--- src/rtl/xcfp_pkg.sv ---
// ----------------------------------------------------------------------------
// xcfp_pkg
// Shared types and constants for the XOR-checked frame parser.
// ----------------------------------------------------------------------------
package xcfp_pkg;

  // payload buffer geometry
  localparam int unsigned BufDepth = 64;
  localparam int unsigned BufAw    = $clog2(BufDepth);

  // field widths
  localparam int unsigned ByteW = 8;
  localparam int unsigned LenW  = 7;
  localparam int unsigned IdxW  = 6;

  // reset values of the configuration registers
  localparam logic [ByteW-1:0] StartMarkerRst = 8'hAA;
  localparam logic [LenW-1:0]  MaxPayloadRst  = 7'd64;

  // buffer depth as a length value, used to clamp the configured limit
  localparam logic [LenW-1:0]  BufDepthLen    = LenW'(BufDepth);

  // configuration register indexes
  typedef enum logic [0:0] {
    REG_START_MARKER = 1'b0,
    REG_MAX_PAYLOAD  = 1'b1
  } cfg_reg_e;

  // receive parser phase
  typedef enum logic [2:0] {
    PH_HUNT  = 3'd0,
    PH_TYPE  = 3'd1,
    PH_LEN   = 3'd2,
    PH_DATA  = 3'd3,
    PH_CHECK = 3'd4
  } phase_e;

  // transaction sequencer state
  typedef enum logic [1:0] {
    CTL_IDLE  = 2'd0,
    CTL_FETCH = 2'd1,
    CTL_SEND  = 2'd2
  } ctl_e;

endpackage

--- src/rtl/xor_checked_frame_parser.sv ---
// Input: every received byte is taken while the block is idle.
// A check byte that matches starts a drain of the payload buffer: each result
// is first read from the buffer, then loaded into the output register, and is
// held there while the output stalls; an empty frame gives its single result
// in the cycle after the check byte. No input is taken during the drain.
// Reset: asynchronous, active low; parser back to hunting, registers to 0xAA/64.
// ----------------------------------------------------------------------------
// xor_checked_frame_parser
// Start-marker / type / length framed byte parser with XOR check byte,
// buffering the payload and replaying it one byte per result transaction.
// ----------------------------------------------------------------------------
module xor_checked_frame_parser (
  input  logic       clk_i,
  input  logic       rst_ni,
  // configuration write port
  input  logic       cfg_we_i,
  input  logic [0:0] cfg_idx_i,
  input  logic [7:0] cfg_wdata_i,
  // receive channel
  input  logic       in_valid_i,
  output logic       in_stall_o,
  input  logic [7:0] rx_byte_i,
  // frame channel
  output logic       out_valid_o,
  input  logic       out_stall_i,
  output logic [7:0] frame_type_o,
  output logic [6:0] frame_length_o,
  output logic [7:0] payload_byte_o,
  output logic [5:0] byte_index_o,
  output logic       has_payload_o,
  output logic       last_byte_o
);

  // configuration registers
  logic [xcfp_pkg::ByteW-1:0] start_marker_q;
  logic [xcfp_pkg::LenW-1:0]  max_payload_q;

  // parser state
  xcfp_pkg::phase_e           phase_q, phase_d;
  logic [xcfp_pkg::ByteW-1:0] held_type_q, held_type_d;
  logic [xcfp_pkg::LenW-1:0]  held_length_q, held_length_d;
  logic [xcfp_pkg::LenW-1:0]  fill_index_q, fill_index_d;
  logic [xcfp_pkg::ByteW-1:0] running_xor_q, running_xor_d;

  // sequencer and output register
  xcfp_pkg::ctl_e             ctl_q, ctl_d;
  logic [xcfp_pkg::LenW-1:0]  drain_idx_q, drain_idx_d;
  logic                       out_valid_q, out_valid_d;
  logic [xcfp_pkg::ByteW-1:0] payload_byte_q, payload_byte_d;
  logic [xcfp_pkg::IdxW-1:0]  byte_index_q, byte_index_d;
  logic                       has_payload_q, has_payload_d;
  logic                       last_byte_q, last_byte_d;

  // buffer ports
  logic                       buf_we;
  logic                       buf_re;
  logic [xcfp_pkg::BufAw-1:0] buf_raddr;
  logic [xcfp_pkg::ByteW-1:0] buf_rdata;

  logic                       in_acc;
  logic                       out_acc;
  logic [xcfp_pkg::LenW-1:0]  len_limit;
  logic [xcfp_pkg::LenW-1:0]  fill_next;
  logic [xcfp_pkg::LenW-1:0]  drain_next;

  // input is only taken while no drain is running
  assign in_stall_o = (ctl_q != xcfp_pkg::CTL_IDLE);

  assign in_acc  = in_valid_i && !in_stall_o;
  assign out_acc = out_valid_q && !out_stall_i;

  // effective length limit
  assign len_limit = (max_payload_q > xcfp_pkg::BufDepthLen) ? xcfp_pkg::BufDepthLen
                                                             : max_payload_q;
  assign fill_next  = fill_index_q + 7'd1;
  assign drain_next = drain_idx_q + 7'd1;

  // configuration writes
  always_ff @(posedge clk_i or negedge rst_ni) begin
    if (!rst_ni) begin
      start_marker_q <= xcfp_pkg::StartMarkerRst;
      max_payload_q  <= xcfp_pkg::MaxPayloadRst;
    end else if (cfg_we_i) begin
      case (xcfp_pkg::cfg_reg_e'(cfg_idx_i))
        xcfp_pkg::REG_START_MARKER: start_marker_q <= cfg_wdata_i;
        xcfp_pkg::REG_MAX_PAYLOAD:  max_payload_q  <= cfg_wdata_i[xcfp_pkg::LenW-1:0];
        default: ;
      endcase
    end
  end

  // payload buffer
  xcfp_ram #(
    .Width (xcfp_pkg::ByteW),
    .Depth (xcfp_pkg::BufDepth)
  ) u_buf (
    .clk_i   (clk_i),
    .we_i    (buf_we),
    .waddr_i (fill_index_q[xcfp_pkg::BufAw-1:0]),
    .wdata_i (rx_byte_i),
    .re_i    (buf_re),
    .raddr_i (buf_raddr),
    .rdata_o (buf_rdata)
  );

  // state registers
  always_ff @(posedge clk_i or negedge rst_ni) begin
    if (!rst_ni) begin
      phase_q       <= xcfp_pkg::PH_HUNT;
      held_type_q   <= '0;
      held_length_q <= '0;
      fill_index_q  <= '0;
      running_xor_q <= '0;
      ctl_q         <= xcfp_pkg::CTL_IDLE;
      drain_idx_q   <= '0;
      out_valid_q   <= 1'b0;
    end else begin
      phase_q       <= phase_d;
      held_type_q   <= held_type_d;
      held_length_q <= held_length_d;
      fill_index_q  <= fill_index_d;
      running_xor_q <= running_xor_d;
      ctl_q         <= ctl_d;
      drain_idx_q   <= drain_idx_d;
      out_valid_q   <= out_valid_d;
    end
  end

  // output payload register
  always_ff @(posedge clk_i) begin
    payload_byte_q <= payload_byte_d;
    byte_index_q   <= byte_index_d;
    has_payload_q  <= has_payload_d;
    last_byte_q    <= last_byte_d;
  end

  // parser and drain sequencer
  always_comb begin
    phase_d        = phase_q;
    held_type_d    = held_type_q;
    held_length_d  = held_length_q;
    fill_index_d   = fill_index_q;
    running_xor_d  = running_xor_q;
    ctl_d          = ctl_q;
    drain_idx_d    = drain_idx_q;
    out_valid_d    = out_valid_q;
    payload_byte_d = payload_byte_q;
    byte_index_d   = byte_index_q;
    has_payload_d  = has_payload_q;
    last_byte_d    = last_byte_q;
    buf_we         = 1'b0;
    buf_re         = 1'b0;
    buf_raddr      = drain_next[xcfp_pkg::BufAw-1:0];

    case (ctl_q)
      xcfp_pkg::CTL_IDLE: begin
        if (in_acc) begin
          case (phase_q)
            xcfp_pkg::PH_TYPE: begin
              held_type_d   = rx_byte_i;
              running_xor_d = rx_byte_i;
              phase_d       = xcfp_pkg::PH_LEN;
            end
            xcfp_pkg::PH_LEN: begin
              if (rx_byte_i > {1'b0, len_limit}) begin
                phase_d = xcfp_pkg::PH_HUNT;
              end else begin
                held_length_d = rx_byte_i[xcfp_pkg::LenW-1:0];
                running_xor_d = running_xor_q ^ rx_byte_i;
                fill_index_d  = '0;
                phase_d       = (rx_byte_i == 8'd0) ? xcfp_pkg::PH_CHECK
                                                    : xcfp_pkg::PH_DATA;
              end
            end
            xcfp_pkg::PH_DATA: begin
              buf_we        = 1'b1;
              running_xor_d = running_xor_q ^ rx_byte_i;
              fill_index_d  = fill_next;
              if (fill_next >= held_length_q) begin
                phase_d = xcfp_pkg::PH_CHECK;
              end
            end
            xcfp_pkg::PH_CHECK: begin
              phase_d = xcfp_pkg::PH_HUNT;
              if (rx_byte_i == running_xor_q) begin
                if (held_length_q == '0) begin
                  // empty frame: single result straight away
                  payload_byte_d = '0;
                  byte_index_d   = '0;
                  has_payload_d  = 1'b0;
                  last_byte_d    = 1'b1;
                  out_valid_d    = 1'b1;
                  ctl_d          = xcfp_pkg::CTL_SEND;
                end else begin
                  // start the drain at entry zero
                  buf_re      = 1'b1;
                  buf_raddr   = '0;
                  drain_idx_d = '0;
                  ctl_d       = xcfp_pkg::CTL_FETCH;
                end
              end
            end
            default: begin
              phase_d = (rx_byte_i == start_marker_q) ? xcfp_pkg::PH_TYPE
                                                      : xcfp_pkg::PH_HUNT;
            end
          endcase
        end
      end
      xcfp_pkg::CTL_FETCH: begin
        // buffer data now available, load the output register
        payload_byte_d = buf_rdata;
        byte_index_d   = drain_idx_q[xcfp_pkg::IdxW-1:0];
        has_payload_d  = 1'b1;
        last_byte_d    = (drain_next == held_length_q);
        out_valid_d    = 1'b1;
        ctl_d          = xcfp_pkg::CTL_SEND;
      end
      xcfp_pkg::CTL_SEND: begin
        if (out_acc) begin
          out_valid_d = 1'b0;
          if (last_byte_q) begin
            ctl_d = xcfp_pkg::CTL_IDLE;
          end else begin
            buf_re      = 1'b1;
            drain_idx_d = drain_next;
            ctl_d       = xcfp_pkg::CTL_FETCH;
          end
        end
      end
      default: begin
        ctl_d       = xcfp_pkg::CTL_IDLE;
        out_valid_d = 1'b0;
      end
    endcase
  end

  assign out_valid_o    = out_valid_q;
  assign frame_type_o   = held_type_q;
  assign frame_length_o = held_length_q;
  assign payload_byte_o = payload_byte_q;
  assign byte_index_o   = byte_index_q;
  assign has_payload_o  = has_payload_q;
  assign last_byte_o    = last_byte_q;

endmodule

--- src/rtl/xcfp_ram.sv ---
// ----------------------------------------------------------------------------
// xcfp_ram
// Generic single-write, single-read RAM with registered read data.
// ----------------------------------------------------------------------------
module xcfp_ram #(
  parameter int unsigned Width = 8,
  parameter int unsigned Depth = 64
) (
  input  logic                     clk_i,
  input  logic                     we_i,
  input  logic [$clog2(Depth)-1:0] waddr_i,
  input  logic [Width-1:0]         wdata_i,
  input  logic                     re_i,
  input  logic [$clog2(Depth)-1:0] raddr_i,
  output logic [Width-1:0]         rdata_o
);

  logic [Width-1:0] mem_q [Depth];
  logic [Width-1:0] rdata_q;

  // write port
  always_ff @(posedge clk_i) begin
    if (we_i) begin
      mem_q[waddr_i] <= wdata_i;
    end
  end

  // registered read port
  always_ff @(posedge clk_i) begin
    if (re_i) begin
      rdata_q <= mem_q[raddr_i];
    end
  end

  assign rdata_o = rdata_q;

endmodule
--- config.mk ---
export PLATFORM = sky130hd
export DESIGN_NAME = xor_checked_frame_parser
export DESIGN_NICKNAME = d
export VERILOG_FILES = /design/src/rtl/xcfp_pkg.sv /design/src/rtl/xor_checked_frame_parser.sv /design/src/rtl/xcfp_ram.sv
export SDC_FILE = /design/constraint.sdc
export NUM_CORES = 1
export LEC_CHECK = 0
export BUFFER_PORTS_ARGS = -buffer_cell sky130_fd_sc_hd__buf_2
export CAP_MARGIN = 30
export CORE_ASPECT_RATIO = 1.25
export CORE_MARGIN = 2
export CORE_UTILIZATION = 55
export CTS_BUF_LIST = sky130_fd_sc_hd__clkbuf_4 sky130_fd_sc_hd__clkbuf_8
export DETAILED_ROUTE_END_ITERATION = 7
export PLACE_DENSITY = 0.73
export SETUP_SLACK_MARGIN = 0.05
export SYNTH_ARGS = -nofsm -noshare
export SYNTH_HDL_FRONTEND = slang
export SYNTH_SLANG_ARGS = --single-unit
--- constraint.sdc ---
create_clock -name clk_i -period 2.6 [get_ports clk_i]
set_input_delay 0.52 -clock clk_i [delete_from_list [all_inputs] [get_ports clk_i]]
set_output_delay 0.52 -clock clk_i [all_outputs]
set_load 0.03 [all_outputs]
==> results of run 1 <==
==> cell families after synthesis <==
kind of cell | count (synthesis)
XOR/XNOR | 36
flip-flops | 594
AO/OA/AOI/OAI | 337
AND/OR/NAND/NOR | 396
multiplexers | 152
adder cells (fa/ha/maj) | 16
buffers and inverters | 121
==> cells in the final DEF (no fill, tap or decap), types with 37 or more instances in the layout <==
| cell type | Yosys | routed |
|---|---|---|
| mux2i_1 | 79 | 79 |
| dfrtp_1 | 53 | 50 |
| buf_2 | 28 | 54 |
| a21oi_1 | 79 | 68 |
| nor2_1 | 116 | 112 |
| nor3_1 | 52 | 46 |
| nand3_1 | 49 | 47 |
| o21ai_0 | 50 | 37 |
| nand2_1 | 92 | 88 |
| edfxtp_1 | 536 | 536 |
| clkbuf_8 | 0 | 98 |
| buf_4 | 0 | 252 |
==> worst paths after layout <==
| path | slack (ns) | endpoint | start |
|---|---|---|---|
| worst max register to register | -0.36 | u_buf.rdata_o[5] | frame_length_o[3] |
| worst min-delay path | 0.08 | start_marker_q[7] | cfg_wdata_i[7] |
| min in group asynchronous | 0.33 | phase_q[0] | rst_ni |
| worst min register to register | 0.47 | frame_type_o[4] | frame_type_o[4] |
| worst max-delay path | -0.36 | u_buf.rdata_o[5] | frame_length_o[3] |
| max in group asynchronous | 1.53 | start_marker_q[3] | rst_ni |
==> critical path, stage by stage, from the launching register on <==
cell	delay, ns
dfrtp_2	0.40
or4_4	0.53
o41a_1	0.41
and4_4	0.23
buf_6	0.15
buf_6	0.11
nor3_4	0.26
o21ai_1	0.12
o21ai_1	0.15
o21ai_1	0.09
a211o_1	0.24
==> layout make-up <==
cell class                      count  area share
Sequential cell                   594      0.5874
Multi-Input combinational cell    937      0.2353
Antenna cell                        2   0.0001674
Tap cell                          572     0.02394
Timing Repair Buffer              342     0.09107
Clock inverter                     36    0.008538
Clock buffer                      123     0.05140
Inverter                           17    0.002218
==> stage by stage <==
step	hold slack [ns]	instance area, um^2	util
5_1_grt	0.06900	29890	0.6776
2_1_floorplan	0.2244	24660	-
4_1_cts	0.04178	29660	0.6723
3_5_place_dp	0.4570	27440	0.6221
6_report	0.08330	29890	0.6776
3_3_place_gp	0.4538	27440	0.6221
==> routing by layer <==
metal / up-vias / GRT usage / share of wire
li1: 7110 / - / -
met1: 8161 / 0.3388 / 0.36
met2: 899 / 0.4840 / 0.50
met3: 236 / 0.04947 / 0.074
met4: 0 / 0.1971 / 0.068
met5: - / 0 / 0
==> flip-flops by register name (all words and copies together), names as in the netlist, 2 cells and up <==
| signal | flops |
|---|---|
| drain_idx_q | 7 |
| phase_q | 3 |
| max_payload_q | 7 |
| start_marker_q | 8 |
| frame_type_o | 8 |
| ctl_q | 2 |
| fill_index_q | 7 |
| payload_byte_o | 8 |
| byte_index_o | 6 |
| frame_length_o | 7 |
| running_xor_q | 8 |
| u_buf.mem_q | 512 |
| u_buf.rdata_o | 8 |
==> where the power goes <==
| group | internal (W) | switching, W |
|---|---|---|
| clock network | 0.00413 | 0.00357 |
| logic | 0.000759 | 0.00110 |
| registers | 0.0106 | 0.000159 |
| total | 0.0155 | 0.00483 |
==> timing repair <==
item | in CTS | in global routing
hold buffers | 1 | 0
setup endpoints to repair | 24 | 42
endpoints found under the hold margin | 17 | 0
pin swaps | 26 | 20
gates resized for setup | 78 | 34
cloned | 0 | 1
setup buffers | 14 | 4
==> impl_metrics.toml, run 1 <==
[logic_synthesis]
synth_top_family_by_area = "compound AO/OA/AOI/OAI gates"
seq_area_frac_synth = 0.7126
synthArstFlopShare = 0.09764
yosys-top-cells-count = "536 x edfxtp_1, 116 x nor2_1, 92 x nand2_1"
synthesis.instances = 1652
synth.largest_area_cell = "edfxtp_1"
ys_types = 61
syn_area_per_cell_um2 = 14.91
synth_edf_count = 536
yosys_warnings = 0
yosysMostFrequentCell = "edfxtp_1"
synth_compound_area_frac = 0.09001
syn-num-nets = 1690
synth_ff_type = "edfxtp_1"
syn_area_um2 = 24630
synthAdderAreaFrac = 0.008128
yosys-top-cells-area = "edfxtp_1 65%, dfrtp_1 5.4%, mux2i_1 3.2%"
synth_seq_cells = 594
synth-xor-area-share = 0.01280
synth_simple_gate_area_share = 0.07676
netlist.area_leader.share = 0.6535
yosys-mux-area-fraction = 0.07919

[power]
p_total_w = 0.02036
ir_worst_vdd_mv = 0.4150
pwr_density_cell_nw_per_um2 = 681.1
p_leak_nw = 10.28

[layout]
nFillCells = 2951
ff_latch_area_um2 = 17560
syn2layout_area_growth_pct = 21.37
nets = 2018
drive_gt1_frac = 0.3163
multiInputGateArea_um2 = 7034
final_cells = 2623

[worst_setup_path]
end_kind = "register"
crit_arrival_ns = 3.39
critical_path_peak_fanout = 7
crit_path_start_kind = "register"
reg2reg_depth = 10
crit_required_ns = 3.03
path_class = "register to register"

[detailed_routing]
ant_nets = 0
drt_iter0_drc = 1592
totalWireLength_um = 66820
drc_errors = 0
via_per_inst = 6.255
route.vias.total = 16410
firstDrtPassIters = 6
avgRoutedWirePerCell_um = 25.47

[clock_network]
cts-root-buf = "clkbuf_8"
path_clk_slew_ns = 0.06
cts_inserted_buffers = 88
h-tree-depth = 3
cts_tree = "yes"
clk_path_buf_depth = 3
clkLatencyLatePin_ns = 0.69
cts_num_sinks = 594

[timing]
fin_tns_setup_ns = -2.416
relSlewSlack = 0.4015
hold_viol = 0
rsz0062_at_grt = "yes"
fmax_mhz = 337.9
worst_pin_slew_ns = 0.8978
clock-skew-final_ns = 0.03555
drv_slew = 0
finalCritPeriodShare = 1.138
fin_crit_ns = 2.959
timing.final.ws_setup_ns = -0.3592
setup_violations = 8

[run_status]
status = "complete, but fails checks"
violations = "negative setup slack"

[grt]
overflow = 0
grtUsageTotal = 0.2865
grt_max_degree = 91
grt_first_pass_wirelength_um = 99130
grt_pass1_vias = 16520
antenna_found_initial = 5

[place]
gp_congestion = 0.9725
place_hpwl_um = 43900
numPortBuffers = 54
dp.cells = 2444
dpl_worst_slack_ns = -0.6125

[floorplanning]
fp.dieArea_um2 = 46500
fp.dieW_um = 193.3
pin_count = 55
coreArea_um2 = 44120
dieHeight_um = 240.6
num_rows = 86
start_util = 0.5583

[hold_path]
min_path_type = "input port to register"
holdPathStages = 2

[job]
max_cap_violations = 0
Power figures use the tool's default switching activity.
==> run 2, diff against run 1 <==
--- a/config.mk
+++ b/config.mk
@@ -12,7 +12,7 @@
 export CORE_UTILIZATION = 55
 export CTS_BUF_LIST = sky130_fd_sc_hd__clkbuf_4 sky130_fd_sc_hd__clkbuf_8
 export DETAILED_ROUTE_END_ITERATION = 7
-export PLACE_DENSITY = 0.73
+export PLACE_DENSITY = 0.81
 export SETUP_SLACK_MARGIN = 0.05
 export SYNTH_ARGS = -nofsm -noshare
 export SYNTH_HDL_FRONTEND = slang
==> run 2 against run 1 <==
Clock-buffer cell count down 2; utilization down 0.80 points; sequential share of layout area grew 0.71 points; largest cell class unchanged; the run still ends with negative setup slack left; critical path depth down 1; largest power group unchanged.
==> impl_metrics.toml, run 2 (synthesis gave the netlist of run 1 again) <==
[run_status]
status = "complete, but fails checks"
violations = "negative setup slack"

[timing]
drv_slew = 0
rsz0062_at_grt = "yes"
fin_crit_ns = 3.033
finalCritPeriodShare = 1.167
timing.final.ws_setup_ns = -0.4334
clock-skew-final_ns = 0.02989
hold_viol = 0
setup_violations = 8
fmax_mhz = 329.7
worst_pin_slew_ns = 0.9473
relSlewSlack = 0.3685

[layout]
nets = 2003
post-route-util = 0.6696
syn2layout_area_growth_pct = 19.94
drive_gt1_frac = 0.2990
layout_commonest_cell = "edfxtp_1"
postLayoutCellArea_um2 = 29540
layout_common_cells = "536 x edfxtp_1, 245 x buf_4, 112 x nor2_1"
largest_register_ff_count = 512
top_register = "u_buf.mem_q"

[clock_network]
h-tree-depth = 3
cts_num_sinks = 594
cts_tree = "yes"
cts_inserted_buffers = 89
path_clk_slew_ns = 0.06
clkLatencyLatePin_ns = 0.67
clk_path_buf_depth = 3
cts-root-buf = "clkbuf_8"

[place]
place_hpwl_um = 45120
dpl_worst_slack_ns = -0.9802
place_area_um2 = 27370
numPortBuffers = 54
gp_congestion = 0.9509

[job]
max_cap_violations = 0

[worst_setup_path]
crit_chain = "ha_4 > xor2_4 > buf_12 > mux4_2 > a211oi_1 > a21oi_1 > buf_4 > a21oi_2 > nand4b_1"
rr_endpoint = "u_buf.rdata_o[2]"
path_buf_inv = 2
r2r_slack_ns = -0.43
path_class = "register to register"
cp_top_family = "compound AO/OA/AOI/OAI gates"
end_kind = "register"
reg2reg_depth = 9
cp_slowest_cell = "dfrtp_4"
crit_required_ns = 3.01
slowest_delay_ns = 0.49
crit_path_start_kind = "register"
reg2reg_from = "drain_idx_q[0]"
crit_arrival_ns = 3.44
critical_path_peak_fanout = 37

[floorplanning]
pin_count = 55
num_rows = 86
start_util = 0.5583
fp.dieW_um = 193.3
coreArea_um2 = 44120
dieHeight_um = 240.6
fp.dieArea_um2 = 46500

[grt]
grt_pass1_vias = 16310
grt_use_met2 = 0.4881
overflow = 0
grt_first_pass_wirelength_um = 99490
antenna_found_initial = 3
grt_use_met3 = 0.04765
grt_max_degree = 73
globalRoute.busiestLayer = "met2"
grtUsageTotal = 0.2896
grt_use_met1 = 0.3377

[hold_path]
hp-start = "cfg_wdata_i[3]"
holdPathStages = 2
min_path_type = "input port to register"
whs_endpoint = "start_marker_q[3]"

[power]
ir_worst_vdd_mv = 0.4195
pwr_density_cell_nw_per_um2 = 686.8
p_total_w = 0.02029
p_leak_nw = 10.15

[detailed_routing]
firstDrtPassIters = 8
drc_errors = 0
ant_nets = 0
avgRoutedWirePerCell_um = 25.98
drt_iter0_drc = 1958
route.vias.total = 16330
via_per_inst = 6.282
totalWireLength_um = 67540
[run 2: stage by stage]
stage	hold WS [ns]	std cells	setup TNS, ns
6_report	0.1039	2600	-2.954
4_1_cts	0.07284	2596	-3.711
2_1_floorplan	0.2244	1652	-1.207
3_5_place_dp	0.4581	2436	-19.09
5_1_grt	0.09984	2600	-3.587
3_3_place_gp	0.4547	2436	-16.60
[run 2: final cells by class]
type	count	area, um^2
timing repair buffer	326	2537
clock buffer	121	1490
inverter	17	66.31
tap	572	715.7
fill	2946	14580
clock inverter	32	240.2
antenna	1	2.502
sequential	594	17560
multi-input combinational	937	6929
[run 2: where the power goes]
part | switching (W) | total [W] | internal [W]
Sequential | 0.000184 | 0.0108 | 0.0106
Combinational | 0.00117 | 0.00193 | 0.000760
Clock | 0.00352 | 0.00753 | 0.00401
[run 2: how the worst max path moves through the flow]
stage,depth (start not counted),endpoint,startpoint
floorplan,9,u_buf.rdata_o[6],frame_length_o[3]
global placement,14,u_buf.rdata_o[2],rx_byte_i[1]
detailed placement,14,u_buf.rdata_o[3],rx_byte_i[1]
CTS,10,u_buf.rdata_o[6],frame_length_o[4]
global route,10,u_buf.rdata_o[2],frame_length_o[3]
finish,9,u_buf.rdata_o[2],drain_idx_q[0]
[run 2: repair_timing]
item / 4_1_cts / 5_1_grt
endpoints found under the setup margin: 25 / 43
hold buffers: 1 / 0
gates resized for setup: 48 / 34
setup buffers: 6 / 3
pin swaps: 17 / 18
endpoints found under the hold margin: 19 / 0
[run 2: routing by layer]
metal / part of all wire / up-vias
met5: 0 / -
met4: 0.078 / 0
met3: 0.076 / 268
met2: 0.50 / 977
met1: 0.35 / 8015
li1: - / 7073
==> run 3, diff against run 2 <==
--- a/config.mk
+++ b/config.mk
@@ -5,13 +5,13 @@
 export SDC_FILE = /design/constraint.sdc
 export NUM_CORES = 1
 export LEC_CHECK = 0
-export BUFFER_PORTS_ARGS = -buffer_cell sky130_fd_sc_hd__buf_2
 export CAP_MARGIN = 30
 export CORE_ASPECT_RATIO = 1.25
 export CORE_MARGIN = 2
-export CORE_UTILIZATION = 55
+export CORE_UTILIZATION = 56
 export CTS_BUF_LIST = sky130_fd_sc_hd__clkbuf_4 sky130_fd_sc_hd__clkbuf_8
 export DETAILED_ROUTE_END_ITERATION = 7
+export DONT_BUFFER_PORTS = 1
 export PLACE_DENSITY = 0.81
 export SETUP_SLACK_MARGIN = 0.05
 export SYNTH_ARGS = -nofsm -noshare
==> constraint.sdc (replaced) <==
create_clock -name clk_i -period 2.6 [get_ports clk_i]
set_input_delay 0.52 -clock clk_i [delete_from_list [all_inputs] [get_ports clk_i]]
set_output_delay 0.52 -clock clk_i [all_outputs]
set_load 0.005 [all_outputs]
==> run 3 against run 2 <==
The flow still finishes with violations (negative setup slack); fmax shrank 2.3%; design area about the same; register-to-register slack lost 0.07 ns; total power fell by 3.5%; clock skew up 0.0063 ns; first-iteration DRC count is 4.4% higher; combinational power fell by 25%; die area fell by 1.8%; final cell count shrank 1.9%; setup slack worse by 0.073 ns; utilization grew 1.3 points.
==> impl_metrics.toml, run 3 (synthesis gave the netlist of run 1 again) <==
[timing]
fin_tns_setup_ns = -3.178
drv_slew = 0
hold_viol = 0
relSlewSlack = 0.4494
clock-skew-final_ns = 0.03616
worst_hold_slack_ns = 0.04772
fin_crit_ns = 3.106
fmax_mhz = 322.0
rsz0062_at_grt = "yes"
finalCritPeriodShare = 1.195
setup_violations = 8
timing.final.ws_setup_ns = -0.5060
worst_pin_slew_ns = 0.8228

[layout]
nets = 1952
nFillCells = 2653
top_register = "u_buf.mem_q"
post-route-util = 0.6829
largest_register_ff_count = 512
final_cells = 2550
layout_commonest_cell = "edfxtp_1"
drive_gt1_frac = 0.2697
layout_common_cells = "536 x edfxtp_1, 220 x buf_4, 112 x nor2_1"
syn2layout_area_growth_pct = 20.01

[power]
p_leak_nw = 9.992
p_clk_frac = 0.374
pwr_density_cell_nw_per_um2 = 662.4
p_sw_frac = 0.2295
p_seq_frac = 0.552
netSwitchingPower_w = 0.004494
combPwrFrac = 0.074
ir_worst_vdd_mv = 0.3839
p_int_w = 0.01509

[detailed_routing]
avgRoutedWirePerCell_um = 26.60
drc_errors = 0
ant_nets = 0
totalWireLength_um = 67830
firstDrtPassIters = 6
via_per_inst = 6.437
route.vias.total = 16410
drt_iter0_drc = 2044

[floorplanning]
pin_count = 55
dieHeight_um = 238.5
num_rows = 85
coreArea_um2 = 43290
fp.dieArea_um2 = 45690
fp.dieW_um = 191.6
start_util = 0.5690

[hold_path]
min_path_type = "input port to register"

[grt]
grt_pass1_vias = 16540
antenna_found_initial = 2
grt_first_pass_wirelength_um = 99160
grtUsageTotal = 0.2956
grt_max_degree = 81
overflow = 0

[place]
dpl_worst_slack_ns = -0.5774
gp_congestion = 0.9302
numPortBuffers = 0
dp.cells = 2345
place_hpwl_um = 39040

[clock_network]
cts_tree = "yes"
cts-root-buf = "clkbuf_8"
cts_num_sinks = 594
path_clk_slew_ns = 0.06
cts_inserted_buffers = 86
h-tree-depth = 3
clk_path_buf_depth = 3
clkLatencyLatePin_ns = 0.68

[worst_setup_path]
cp_top_family = "simple AND/OR/NAND/NOR gates"
path_class = "register to register"
crit_arrival_ns = 3.51
cp_slowest_cell = "or4_1"
critical_path_peak_fanout = 5
slowest_delay_ns = 0.41
path_buf_inv = 4
end_kind = "register"
crit_path_start_kind = "register"
crit_required_ns = 3.00
cp_common_cell = "buf_4"
crit_chain = "xor2_1 > nor4_2 > buf_4 > nand4_1 > buf_4 > clkbuf_16 > buf_4 > a22oi_1 > o22a_1 > a311o_1 > o22ai_1 > or4_1"

[job]
max_cap_violations = 0

[run_status]
status = "complete, but fails checks"
violations = "negative setup slack"
==> run 3: routing by layer <==
layer  part of all wire  GRT usage  vias to the layer above
met5                  0          0                        -
met4              0.070     0.1879                        0
met3              0.090    0.05604                      277
met2               0.51     0.4979                     1075
met1               0.33     0.3487                     8087
li1                   -          -                     6975
==> run 3: layout make-up <==
type | instances | area, um^2 | area share
clock inverter | 36 | 176.4 | 0.005968
sequential | 594 | 17560 | 0.5940
multi-input combinational | 937 | 6900 | 0.2334
tap | 565 | 706.9 | 0.02391
timing repair buffer | 278 | 2636 | 0.08918
clock buffer | 122 | 1516 | 0.05130
inverter | 17 | 63.81 | 0.002159
antenna | 1 | 2.502 | 0.00008465
==> run 3: power by group through the flow <==
stage	Sequential [W]	Combinational, W	Clock [W]
2_1_floorplan	0.0110	0.000668	0
3_3_place_gp	0.0110	0.00104	0
3_5_place_dp	0.0110	0.00111	0
5_1_grt	0.0108	0.00158	0.00775
6_report	0.0108	0.00145	0.00732
4_1_cts	0.0108	0.00138	0.00736
==> run 3: worst paths after layout <==
check / start / to / slack, ns / cells past startpoint
max: running_xor_q[3] / u_buf.rdata_o[6] / -0.51 / 12
min: rx_byte_i[5] / running_xor_q[5] / 0.05 / 2
max reg2reg: running_xor_q[3] / u_buf.rdata_o[6] / -0.51 / 12
min reg2reg: max_payload_q[3] / max_payload_q[3] / 0.51 / 1
max in group asynchronous: rst_ni / start_marker_q[5] / 1.90 / 2
min in group asynchronous: rst_ni / frame_type_o[0] / 0.39 / 2
==> run 3: per-stage QoR <==
| stage | instance area [um^2] | power, W |
|---|---|---|
| 6_report | 29560 | 0.01958 |
| 5_1_grt | 29560 | 0.02016 |
| 4_1_cts | 29210 | 0.01955 |
| 3_5_place_dp | 26890 | 0.01211 |
| 3_3_place_gp | 26890 | 0.01203 |
| 2_1_floorplan | 24660 | 0.01169 |
==> run 3: what timing repair did <==
action,in CTS,in global routing
pin swaps,8,27
setup endpoints to repair,26,50
hold buffers,26,0
endpoints found under the hold margin,593,0
cloned,0,2
setup buffers,7,11
resized for setup,26,50
